`src/hw/rtl/htr_pkg.sv`:
```
// Shared constants, types and arithmetic helpers of the HSL to RGB converter.
package htr_pkg;

	localparam int FRACTION_BITS     = 10;
	localparam int HUE_FRACTION_BITS = 4;

	localparam int HUE_W = 14;
	localparam int SL_W  = 11;
	localparam int CH_W  = 8;

	localparam int VAL_W  = FRACTION_BITS + 1;
	localparam int ONE    = 1 << FRACTION_BITS;
	localparam int SUM_W  = FRACTION_BITS + 2;

	// one 60-degree sector in hue units; HALF = 15 << SH
	localparam int HALF    = 60 << HUE_FRACTION_BITS;
	localparam int SH      = HUE_FRACTION_BITS + 2;
	localparam int HALF_W  = $clog2(HALF + 1);
	localparam int HUE_MAX = (1 << HUE_W) - 1;
	localparam int SEC_MAX = HUE_MAX / HALF;
	localparam int SEC_W   = $clog2(SEC_MAX + 1);
	localparam int PROD_W  = VAL_W + HALF_W;
	localparam int QN_W    = PROD_W - SH;

	// divide by 15 through a reciprocal: estimate is exact or one low
	localparam int     DQ_W  = 24;
	localparam longint RECIP = ((64'd1 << DQ_W) - 64'd1) / 15;

	localparam logic [SEC_W-1:0] SEC_R_TO_Y = SEC_W'(0);
	localparam logic [SEC_W-1:0] SEC_Y_TO_G = SEC_W'(1);
	localparam logic [SEC_W-1:0] SEC_G_TO_C = SEC_W'(2);
	localparam logic [SEC_W-1:0] SEC_C_TO_B = SEC_W'(3);
	localparam logic [SEC_W-1:0] SEC_B_TO_M = SEC_W'(4);

	typedef struct packed {
		logic               vld;
		logic [VAL_W-1:0]   chroma;
		logic [VAL_W-1:0]   light;
		logic [SEC_W-1:0]   sector;
		logic [HALF_W-1:0]  offset;
	} htr_front_t;

	typedef struct packed {
		logic               vld;
		logic [SUM_W-1:0]   sum_r;
		logic [SUM_W-1:0]   sum_g;
		logic [SUM_W-1:0]   sum_b;
	} htr_sum_t;

	function automatic logic [VAL_W-1:0] sat_one(input logic [SL_W-1:0] v);
		logic [31:0] e;
		e = 32'(v);
		return (e > 32'(ONE)) ? VAL_W'(ONE) : VAL_W'(e);
	endfunction

	function automatic logic [DQ_W-1:0] div15_est(input logic [DQ_W-1:0] n);
		logic [2*DQ_W-1:0] p;
		p = (2*DQ_W)'(n) * (2*DQ_W)'(RECIP);
		return p[2*DQ_W-1:DQ_W];
	endfunction

	function automatic logic [DQ_W-1:0] div15_fix(input logic [DQ_W-1:0] n,
		input logic [DQ_W-1:0] q0);
		logic [DQ_W-1:0] r;
		r = n - q0 * DQ_W'(15);
		return (r >= DQ_W'(15)) ? q0 + DQ_W'(1) : q0;
	endfunction

endpackage

```
`src/hw/rtl/htr_front.sv`:
```
// Front stages: saturate inputs, form chroma, split hue into sector and offset.
module htr_front (
	input  logic                      clk,
	input  logic                      arst_n,
	input  logic                      adv,
	input  logic                      in_vld,
	input  logic [htr_pkg::HUE_W-1:0] hue,
	input  logic [htr_pkg::SL_W-1:0]  saturation,
	input  logic [htr_pkg::SL_W-1:0]  lightness,
	output htr_pkg::htr_front_t       front
);
	import htr_pkg::*;

	logic [VAL_W-1:0]   sat_c, light_c, onemd_c;
	logic [VAL_W:0]     two_l, one_x, l_dev;
	logic [HUE_W-1:0]   hn_c, hn2_c, base_c;
	logic [SEC_W-1:0]   q0h_c, sector_c;
	logic [2*VAL_W-1:0] cprod_c;

	logic               vld_s1;
	logic [VAL_W-1:0]   onemd_s1, sat_s1, light_s1;
	logic [HUE_W-1:0]   hue_s1;
	logic [SEC_W-1:0]   q0h_s1;
	logic               vld_s2;
	logic [VAL_W-1:0]   chroma_s2, light_s2;
	logic [SEC_W-1:0]   sector_s2;
	logic [HALF_W-1:0]  offset_s2;

	// stage 1: saturate, distance of 2L from 1.0, first sector estimate
	always_comb begin
		sat_c   = sat_one(saturation);
		light_c = sat_one(lightness);
		two_l   = {light_c, 1'b0};
		one_x   = (VAL_W+1)'(ONE);
		l_dev   = (two_l >= one_x) ? two_l - one_x : one_x - two_l;
		onemd_c = VAL_W'(one_x - l_dev);
		hn_c    = hue >> SH;
		q0h_c   = SEC_W'(div15_est(DQ_W'(hn_c)));
	end

	// stage 2: chroma product, correct the sector, offset inside it
	always_comb begin
		cprod_c  = (2*VAL_W)'(onemd_s1) * (2*VAL_W)'(sat_s1);
		hn2_c    = hue_s1 >> SH;
		sector_c = SEC_W'(div15_fix(DQ_W'(hn2_c), DQ_W'(q0h_s1)));
		base_c   = HUE_W'(32'(sector_c) * 32'(HALF));
	end

	always_ff @(posedge clk or negedge arst_n) begin
		if (!arst_n) begin
			vld_s1 <= 1'b0;
			vld_s2 <= 1'b0;
		end else if (adv) begin
			vld_s1 <= in_vld;
			vld_s2 <= vld_s1;
		end
	end

	always_ff @(posedge clk) begin
		if (adv) begin
			onemd_s1  <= onemd_c;
			sat_s1    <= sat_c;
			light_s1  <= light_c;
			hue_s1    <= hue;
			q0h_s1    <= q0h_c;
			chroma_s2 <= cprod_c[FRACTION_BITS +: VAL_W];
			light_s2  <= light_s1;
			sector_s2 <= sector_c;
			offset_s2 <= HALF_W'(hue_s1 - base_c);
		end
	end

	assign front = '{vld: vld_s2, chroma: chroma_s2, light: light_s2, sector: sector_s2,
		offset: offset_s2};

endmodule

```
`src/hw/rtl/htr_xterm.sv`:
```
// Middle stages: intermediate term X by divide-by-60-degrees, channel sums.
module htr_xterm (
	input  logic                clk,
	input  logic                arst_n,
	input  logic                adv,
	input  htr_pkg::htr_front_t front,
	output htr_pkg::htr_sum_t   sums
);
	import htr_pkg::*;

	logic [HALF_W-1:0] weight_c;
	logic [QN_W-1:0]   n_c;
	logic [VAL_W-1:0]  x_c, r_c, g_c, b_c;

	logic              vld_s3, vld_s4;
	logic [PROD_W-1:0] prod_s3;
	logic [VAL_W-1:0]  chroma_s3, light_s3, chroma_s4, light_s4;
	logic [SEC_W-1:0]  sector_s3, sector_s4;
	logic [QN_W-1:0]   n_s4, q0_s4;
	logic              vld_s5;
	logic [SUM_W-1:0]  sum_r_s5, sum_g_s5, sum_b_s5;

	// stage 3: weight rises in even sectors and falls in odd ones
	always_comb begin
		weight_c = front.sector[0] ? HALF_W'(HALF) - front.offset : front.offset;
	end

	// stage 4: drop the power-of-two part of the divisor, estimate the rest
	assign n_c = QN_W'(prod_s3 >> SH);

	// stage 5: finish X, place chroma and X on the channels
	always_comb begin
		x_c = VAL_W'(div15_fix(DQ_W'(n_s4), DQ_W'(q0_s4)));
		case (sector_s4)
			SEC_R_TO_Y: begin r_c = chroma_s4; g_c = x_c;       b_c = '0;        end
			SEC_Y_TO_G: begin r_c = x_c;       g_c = chroma_s4; b_c = '0;        end
			SEC_G_TO_C: begin r_c = '0;        g_c = chroma_s4; b_c = x_c;       end
			SEC_C_TO_B: begin r_c = '0;        g_c = x_c;       b_c = chroma_s4; end
			SEC_B_TO_M: begin r_c = x_c;       g_c = '0;        b_c = chroma_s4; end
			default:    begin r_c = chroma_s4; g_c = '0;        b_c = x_c;       end
		endcase
	end

	always_ff @(posedge clk or negedge arst_n) begin
		if (!arst_n) begin
			vld_s3 <= 1'b0;
			vld_s4 <= 1'b0;
			vld_s5 <= 1'b0;
		end else if (adv) begin
			vld_s3 <= front.vld;
			vld_s4 <= vld_s3;
			vld_s5 <= vld_s4;
		end
	end

	always_ff @(posedge clk) begin
		if (adv) begin
			prod_s3   <= PROD_W'(front.chroma) * PROD_W'(weight_c);
			chroma_s3 <= front.chroma;
			light_s3  <= front.light;
			sector_s3 <= front.sector;
			n_s4      <= n_c;
			q0_s4     <= QN_W'(div15_est(DQ_W'(n_c)));
			chroma_s4 <= chroma_s3;
			light_s4  <= light_s3;
			sector_s4 <= sector_s3;
			// channel + offset at twice the scale: 2*part + 2L - C
			sum_r_s5  <= SUM_W'({r_c, 1'b0}) + SUM_W'({light_s4, 1'b0})
				- SUM_W'(chroma_s4);
			sum_g_s5  <= SUM_W'({g_c, 1'b0}) + SUM_W'({light_s4, 1'b0})
				- SUM_W'(chroma_s4);
			sum_b_s5  <= SUM_W'({b_c, 1'b0}) + SUM_W'({light_s4, 1'b0})
				- SUM_W'(chroma_s4);
		end
	end

	assign sums = '{vld: vld_s5, sum_r: sum_r_s5, sum_g: sum_g_s5, sum_b: sum_b_s5};

endmodule

```
`src/hw/rtl/htr_scale.sv`:
```
// Output stage: scale each channel sum by 255, truncate and clamp.
module htr_scale (
	input  logic                     clk,
	input  logic                     arst_n,
	input  logic                     adv,
	input  htr_pkg::htr_sum_t        sums,
	output logic                     out_vld,
	output logic [htr_pkg::CH_W-1:0] red,
	output logic [htr_pkg::CH_W-1:0] green,
	output logic [htr_pkg::CH_W-1:0] blue
);
	import htr_pkg::*;

	localparam int SP_W = SUM_W + CH_W;

	function automatic logic [CH_W-1:0] scale(input logic [SUM_W-1:0] s);
		logic [SP_W-1:0] p, v;
		p = SP_W'(s) * SP_W'(255);
		v = p >> (FRACTION_BITS + 1);
		return (v > SP_W'(255)) ? CH_W'(255) : v[CH_W-1:0];
	endfunction

	logic            vld_s6;
	logic [CH_W-1:0] red_s6, green_s6, blue_s6;

	always_ff @(posedge clk or negedge arst_n) begin
		if (!arst_n) begin
			vld_s6 <= 1'b0;
		end else if (adv) begin
			vld_s6 <= sums.vld;
		end
	end

	always_ff @(posedge clk) begin
		if (adv) begin
			red_s6   <= scale(sums.sum_r);
			green_s6 <= scale(sums.sum_g);
			blue_s6  <= scale(sums.sum_b);
		end
	end

	assign out_vld = vld_s6;
	assign red     = red_s6;
	assign green   = green_s6;
	assign blue    = blue_s6;

endmodule

```
`src/hw/rtl/hsl_to_rgb_converter.sv`:
```
// HSL to RGB converter: six-stage pipeline, one pixel accepted per clock while the output is not stalled.
// Throughput: one item per cycle; the whole pipeline holds while a result waits.
// Reset (arst_n low, asynchronous) clears every stage valid bit; data registers keep
// whatever they hold, and the block takes input on the first cycle after release.
module hsl_to_rgb_converter (
	input  logic                      clk,
	input  logic                      arst_n,
	input  logic                      hsl_valid,
	output logic                      hsl_ready,
	input  logic [htr_pkg::HUE_W-1:0] hue,
	input  logic [htr_pkg::SL_W-1:0]  saturation,
	input  logic [htr_pkg::SL_W-1:0]  lightness,
	output logic                      rgb_valid,
	input  logic                      rgb_ready,
	output logic [htr_pkg::CH_W-1:0]  red,
	output logic [htr_pkg::CH_W-1:0]  green,
	output logic [htr_pkg::CH_W-1:0]  blue
);
	import htr_pkg::*;

	// Pipeline map:
	//   s1  saturate S and L, |2L - 1|, estimate hue / 60 degrees
	//   s2  chroma C = (1 - |2L - 1|) * S, exact sector, offset in the sector
	//   s3  C times the sector weight (distance from the sector edge)
	//   s4  divide by 60 degrees: shift out the power of two, estimate / 15
	//   s5  correct the quotient to get X, route C and X, form 2*part + 2L - C
	//   s6  multiply by 255, shift, clamp: the output register
	// Every stage moves together. Advance whenever the output register is
	// empty or its result is being taken; otherwise hold all stages.

	logic       adv;
	htr_front_t front;
	htr_sum_t   sums;

	assign adv       = !rgb_valid || rgb_ready;
	assign hsl_ready = adv;

	htr_front u_front (
		.clk        (clk),
		.arst_n     (arst_n),
		.adv        (adv),
		.in_vld     (hsl_valid),
		.hue        (hue),
		.saturation (saturation),
		.lightness  (lightness),
		.front      (front)
	);

	htr_xterm u_xterm (
		.clk    (clk),
		.arst_n (arst_n),
		.adv    (adv),
		.front  (front),
		.sums   (sums)
	);

	htr_scale u_scale (
		.clk     (clk),
		.arst_n  (arst_n),
		.adv     (adv),
		.sums    (sums),
		.out_vld (rgb_valid),
		.red     (red),
		.green   (green),
		.blue    (blue)
	);

endmodule

```
`config.mk`:
```
export PLATFORM = sky130hd
export DESIGN_NAME = hsl_to_rgb_converter
export DESIGN_NICKNAME = d
export VERILOG_FILES = /design/src/hw/rtl/htr_pkg.sv /design/src/hw/rtl/htr_front.sv /design/src/hw/rtl/htr_xterm.sv /design/src/hw/rtl/htr_scale.sv /design/src/hw/rtl/hsl_to_rgb_converter.sv
export SDC_FILE = /design/constraint.sdc
export NUM_CORES = 1
export LEC_CHECK = 0
export BUFFER_PORTS_ARGS = -buffer_cell sky130_fd_sc_hd__buf_2
export CELL_PAD_IN_SITES_DETAIL_PLACEMENT = 1
export CELL_PAD_IN_SITES_GLOBAL_PLACEMENT = 2
export CORE_AREA = 2 2 237 356
export DETAILED_ROUTE_END_ITERATION = 10
export DIE_AREA = 0 0 239 358
export PLACE_DENSITY = 0.7
export SLEW_MARGIN = 30
export SYNTH_ARGS = -nofsm -noshare
export SYNTH_HDL_FRONTEND = slang
export SYNTH_SLANG_ARGS = --single-unit
```
`constraint.sdc`:
```
create_clock -name clk -period 22.6 [get_ports clk]
set_input_delay 4.52 -clock clk [delete_from_list [all_inputs] [get_ports clk]]
set_output_delay 4.52 -clock clk [all_outputs]
set_load 0.02 [all_outputs]
```
# Word-level counts from Yosys, hierarchy flattened
# Cells that the tools add are included.
# totals
reg_bits	257
inputBits	40
output_inout_bits	26
word_cells	84
# classes
n_addsub	15
mul	10
magnitude_cmp	8
n_eq_ne	4
mux	8
reduce_logical	9
# ops
operator	count
one-hot mux 11 bit (2 select lines)	3
multiplier 12 x 8 -> 20 bit (second input constant)	3
>= comparator 24 x 4 -> 1 bit (second input constant)	2
adder 12 bit	3
multiplier 15 x 21 -> 36 bit (second input constant)	1
subtractor 12 x 11 -> 12 bit	3
two-way mux 11 bit	3
multiplier 8 x 21 -> 29 bit (second input constant)	1
greater-than comparator 9 x 8 -> 1 bit (second input constant)	3
greater-than comparator 11 bit (second input constant)	2
subtractor 11 bit (first input constant)	2
multiplier 11 x 10 -> 21 bit	1
multiplier 11 x 11 -> 21 bit	1
subtractor 15 x 19 -> 20 bit	1
multiplier 12 x 4 -> 16 bit (second input constant)	1
>= comparator 12 x 11 -> 1 bit (second input constant)	1
OR reduction 2 bit	6
adder 11 x 1 -> 11 bit (second input constant)	1
subtractor 11 bit (second input constant)	1
== test 5 x 2 -> 1 bit (second input constant)	2
two-way mux 10 bit	1
subtractor 10 bit	1
subtractor 10 bit (first input constant)	1
subtractor 8 x 9 -> 10 bit	1
other kinds (9)	9

# Logic depth before layout (Yosys ltp)
# logic_depth
word_depth	7
depth_mapped	41
mapped_depth_nobuf	41

# Modules after synthesis
# Synthesis repeated with hierarchy kept, for this count alone.
# hier_totals
hier_cells	2817
area_unflattened_um2	29559.6
# by_module_without_submodules
module	instances	cells_per_inst	area_each_um2	seq_area_each_um2
htr_xterm	1	1312	13953.4	3978.8
htr_front	1	745	8072.7	2662.6
htr_scale	1	759	7527.2	745.7
hsl_to_rgb_converter	1	1	6.3	0.0

# Least setup slack after synthesis
# No wires, ideal clock.
# synth_timing
kind	input to output
start	in rgb_ready
end	out hsl_ready
arrival_ns	11.457
required_time_ns	18.080
path_slack_ns	6.623
stages	2
path_buffers	1
cell_sequence	nand2b_1 -> clkbuf_1
# synth_between
elab_chain_cells	1
# synth_lines
element	line	source
from (decl)	hsl_to_rgb_converter.sv:14	input logic rgb_ready,
logical OR 1 bit	hsl_to_rgb_converter.sv:35	assign adv = !rgb_valid || rgb_ready;
to (decl)	hsl_to_rgb_converter.sv:9	output logic hsl_ready,
# No other way between the ends.

# Worst setup path in the final report
# layout_timing
start	reg u_xterm.q0_s4[3]
end	reg u_xterm.sum_r_s5[11] (data pin)
# layout_between
elab_chain_cells	7
elab_cells_between_ends	8
cone_classes	add/sub: 4; mul: 1; order compare: 1; mux: 2
# layout_lines
element	line	source
from (decl)	htr_xterm.sv:19	logic [QN_W-1:0] n_s4, q0_s4;
from (signal assigned)	htr_xterm.sv:63	q0_s4 <= QN_W'(div15_est(DQ_W'(n_c)));
multiplier 12 x 4 -> 16 bit	htr_pkg.sv:65	r = n - q0 * DQ_W'(15);
subtractor 15 x 19 -> 20 bit	htr_pkg.sv:65	
>= comparator 24 x 4 -> 1 bit	htr_pkg.sv:66	return (r >= DQ_W'(15)) ? q0 + DQ_W'(1) : q0;
two-way mux 11 bit *	htr_pkg.sv:66	
one-hot mux 11 bit (2 select lines) *	htr_xterm.sv:34	case (sector_s4)
adder 12 bit *	htr_xterm.sv:68	sum_r_s5 <= SUM_W'({r_c, 1'b0}) + SUM_W'({light_s4, 1'b0})
subtractor 12 x 11 -> 12 bit *	htr_xterm.sv:69	- SUM_W'(chroma_s4);
to (signal assigned)	htr_xterm.sv:68	
to (decl)	htr_xterm.sv:21	logic [SUM_W-1:0] sum_r_s5, sum_g_s5, sum_b_s5;
# Mark *: on every way between the ends. The rest lies on a longest branch, timed or not.
# A chain may end at the register's enable or synchronous reset.

==> results.md <==
- Status: finished, final reports clean
- Cells after synthesis: 2,677
- CP max stage cell: mux2i_1
- Yosys reg bits: 247
- RD Place Congestion: 0.8109
- Ports: 66
- Skew-Pair Late Insertion Delay: 610 ps
- Max cap viols: 0
- Crit path DAT: 10,090 ps
- Die width: 239 um
- Dpl hpwl: 54,480 um
- Hold buffer count at CTS: 0
- Max-slew violations: 0
- Fmax: 0.1027 GHz
- Setup CP Type: register to register
- Gates resized, CTS repair: 0
- Inst Count DP: 3,746
- Final net count: 3,547
- DRT antenna net count: 0
- Clock skew: 24.85 ps
- Layout area overhead: 9.084%
- Cell Area, Synth: 28,590 sq um
- Die Height: 358 um
- WP data required: 22,960 ps
- CTS Buf Count: 31
- Largest stage delay, worst path: 590 ps
- Post-Syn Nets: 3,493
- Max Fanout on Critical Path: 11
- IO buf count: 65
- First-pass GRT wire length: 108,600 um
- Setup slack after placement: 12,490 ps
- Layout cell share with drive strength beyond 1: 6.207%
- Number of synthesized flops with an enable pin: 241
- Ant. Diodes: 0
- Commonest cells post-synth: 533 x inv_1, 408 x ha_1, 368 x fa_1
- Detailed Route Iter0 Violations: 548
- Top-area cell type share of the netlist area: 25.76%
- DRC errors left: 0
- Via density: 4.874
- Max_slew headroom: 41.72%
- CTS tree: done
- Clock buffer depth: 3
- Rows: 129
- Post-CTS Setup Inserts: 0
- Setup WS post-layout: 12,870 ps
- First-pass DRT Iterations: 5
- Syn Area/Cell: 10.68 sq um
- Setup TNS: 0 ps
- Asr flop ratio synth: 2.429%
- Min-delay worst type: register to register
- Root buf cell: clkbuf_16
- Worst Setup Start Kind: register
- Crit end category: register
- Fin cells: 3,803
- Vias: 18.54k
- H-tree Lvls: 1
- Final Util: 37.89%
- Largest net degree at the start of global routing: 140
- Library cells used by synthesis: 79
- Initial Util: 34.74%
- Antenna violations before repair: 3
- Synth area leader: fa_1
- Floorplan core area: 82,320 sq um
- Gr usage total: 15.89%
- Sink Count: 247
- Final WL: 65,320 um
- Worst-Margin Slew: 874.1 ps
- Primary FF master, synth: edfxtp_1
- Die ar.: 85,560 sq um
- Gr ovfl total: 0
- RSZ-0062 raised after global routing: no
- Seq/Total Area, Yosys: 25.83%
- Final min period: 9735 ps
- Number of global-route vias before repair: 21.59k
- Most used cell along the critical path: o21ai_0
- Reg clk slew, reported paths: 70 ps
- Synth area leaders: fa_1 26%, edfxtp_1 25%, ha_1 18%, inv_1 7.0%, xnor2_1 3.1%
- Final setup viols: 0
- Crit share post-route: 43.07%
- Routed len/inst: 17.18 um
- Number of hold violations in the final report: 0
- Most common cell in the netlist: inv_1
- Yosys warnings: 0
-- cell families after synthesis --
group / after synthesis / synth area share, %
adder cells (fa/ha/maj): 776 / 43.62
AND/OR/NAND/NOR: 591 / 10.38
buffers and inverters: 589 / 7.802
AO/OA/AOI/OAI: 312 / 7.303
flip-flops: 247 / 25.83
XOR/XNOR: 149 / 4.564
multiplexers: 13 / 0.4989
-- worst max-delay path, delay by kind of cell (launching register included) --
family	cells	cell delay [ps]
AO/OA/AOI/OAI	18	4200
XOR/XNOR	1	170
multiplexers	1	590
buffers and inverters	2	270
AND/OR/NAND/NOR	10	1180
adder cells (fa/ha/maj)	6	2610
flip-flops	1	480
-- state kept, by name, indices dropped and copies added (netlist names), 9 cells and up --
| register | count |
|---|---|
| u_front.chroma_s2 | 11 |
| u_front.hue_s1 | 14 |
| u_front.light_s2 | 11 |
| u_xterm.chroma_s3 | 11 |
| u_front.light_s1 | 11 |
| u_xterm.chroma_s4 | 11 |
| u_xterm.n_s4 | 15 |
| u_front.onemd_s1 | 9 |
| u_xterm.light_s3 | 11 |
| u_front.sat_s1 | 11 |
| u_front.offset_s2 | 10 |
| u_xterm.sum_b_s5 | 12 |
| u_xterm.sum_g_s5 | 11 |
| u_xterm.prod_s3 | 15 |
| u_xterm.sum_r_s5 | 11 |
| u_xterm.q0_s4 | 12 |
| u_xterm.light_s4 | 11 |
-- worst paths after layout --
kind / startpoint / end / slack (ps) / cells past startpoint
setup / recovery: u_xterm.q0_s4[3] / u_xterm.sum_r_s5[11] / 12870 / 38
hold / removal: u_xterm.chroma_s3[1] / u_xterm.chroma_s4[1] / 400 / 0
setup reg to reg: u_xterm.q0_s4[3] / u_xterm.sum_r_s5[11] / 12870 / 38
hold reg to reg: u_xterm.chroma_s3[1] / u_xterm.chroma_s4[1] / 400 / 0
max in group asynchronous: arst_n / u_xterm.vld_s5 / 18710 / 1
min in group asynchronous: arst_n / u_front.vld_s1 / 3740 / 1
-- cell type report --
type | instances | area (sq um)
Timing Repair Buffer | 77 | 427.9
Fill cell | 9139 | 51130
Inverter | 533 | 2001
Clock inverter | 24 | 264.0
Sequential cell | 247 | 7387
Clock buffer | 33 | 783.3
Multi-Input combinational cell | 1841 | 19020
Tap cell | 1048 | 1311
-- routing by layer --
metal / track usage, % / wire length, um / up-vias
met5: 0 / 46 / -
met2: 32.70 / 37680 / 183
met1: 16.22 / 23730 / 9406
met4: 5.337 / 2175 / 6
li1: - / - / 8829
met3: 1.817 / 1688 / 111
-- layout by cell type (no fill, tap or decap), types with 11 or more instances in the layout --
cell type	Yosys	routed
fa_1	368	368
buf_4	0	11
nand2b_1	41	40
ha_1	408	408
a21oi_1	72	72
xor2_1	48	48
nor2b_1	61	61
inv_1	533	533
nand2_1	207	207
and2_1	67	67
xnor2_1	101	98
a31oi_1	11	11
nor2_1	87	87
o21a_1	24	24
nand3_1	23	23
edfxtp_1	241	241
buf_2	4	65
o21ai_0	64	64
clkbuf_16	0	31
a21o_1	40	40
nor3_1	35	35
-- metrics by stage --
step	area [sq um]	hold WS (ps)
2_1_floorplan	28590	400.3
3_3_place_gp	30110	401.3
3_5_place_dp	30130	405.2
4_1_cts	31170	407.3
5_1_grt	31190	413.2
6_report	31190	397.7
Power is left out: the tool's default activity adds up to more than one toggle a clock period on the data nets, which glitch-free logic cannot reach.
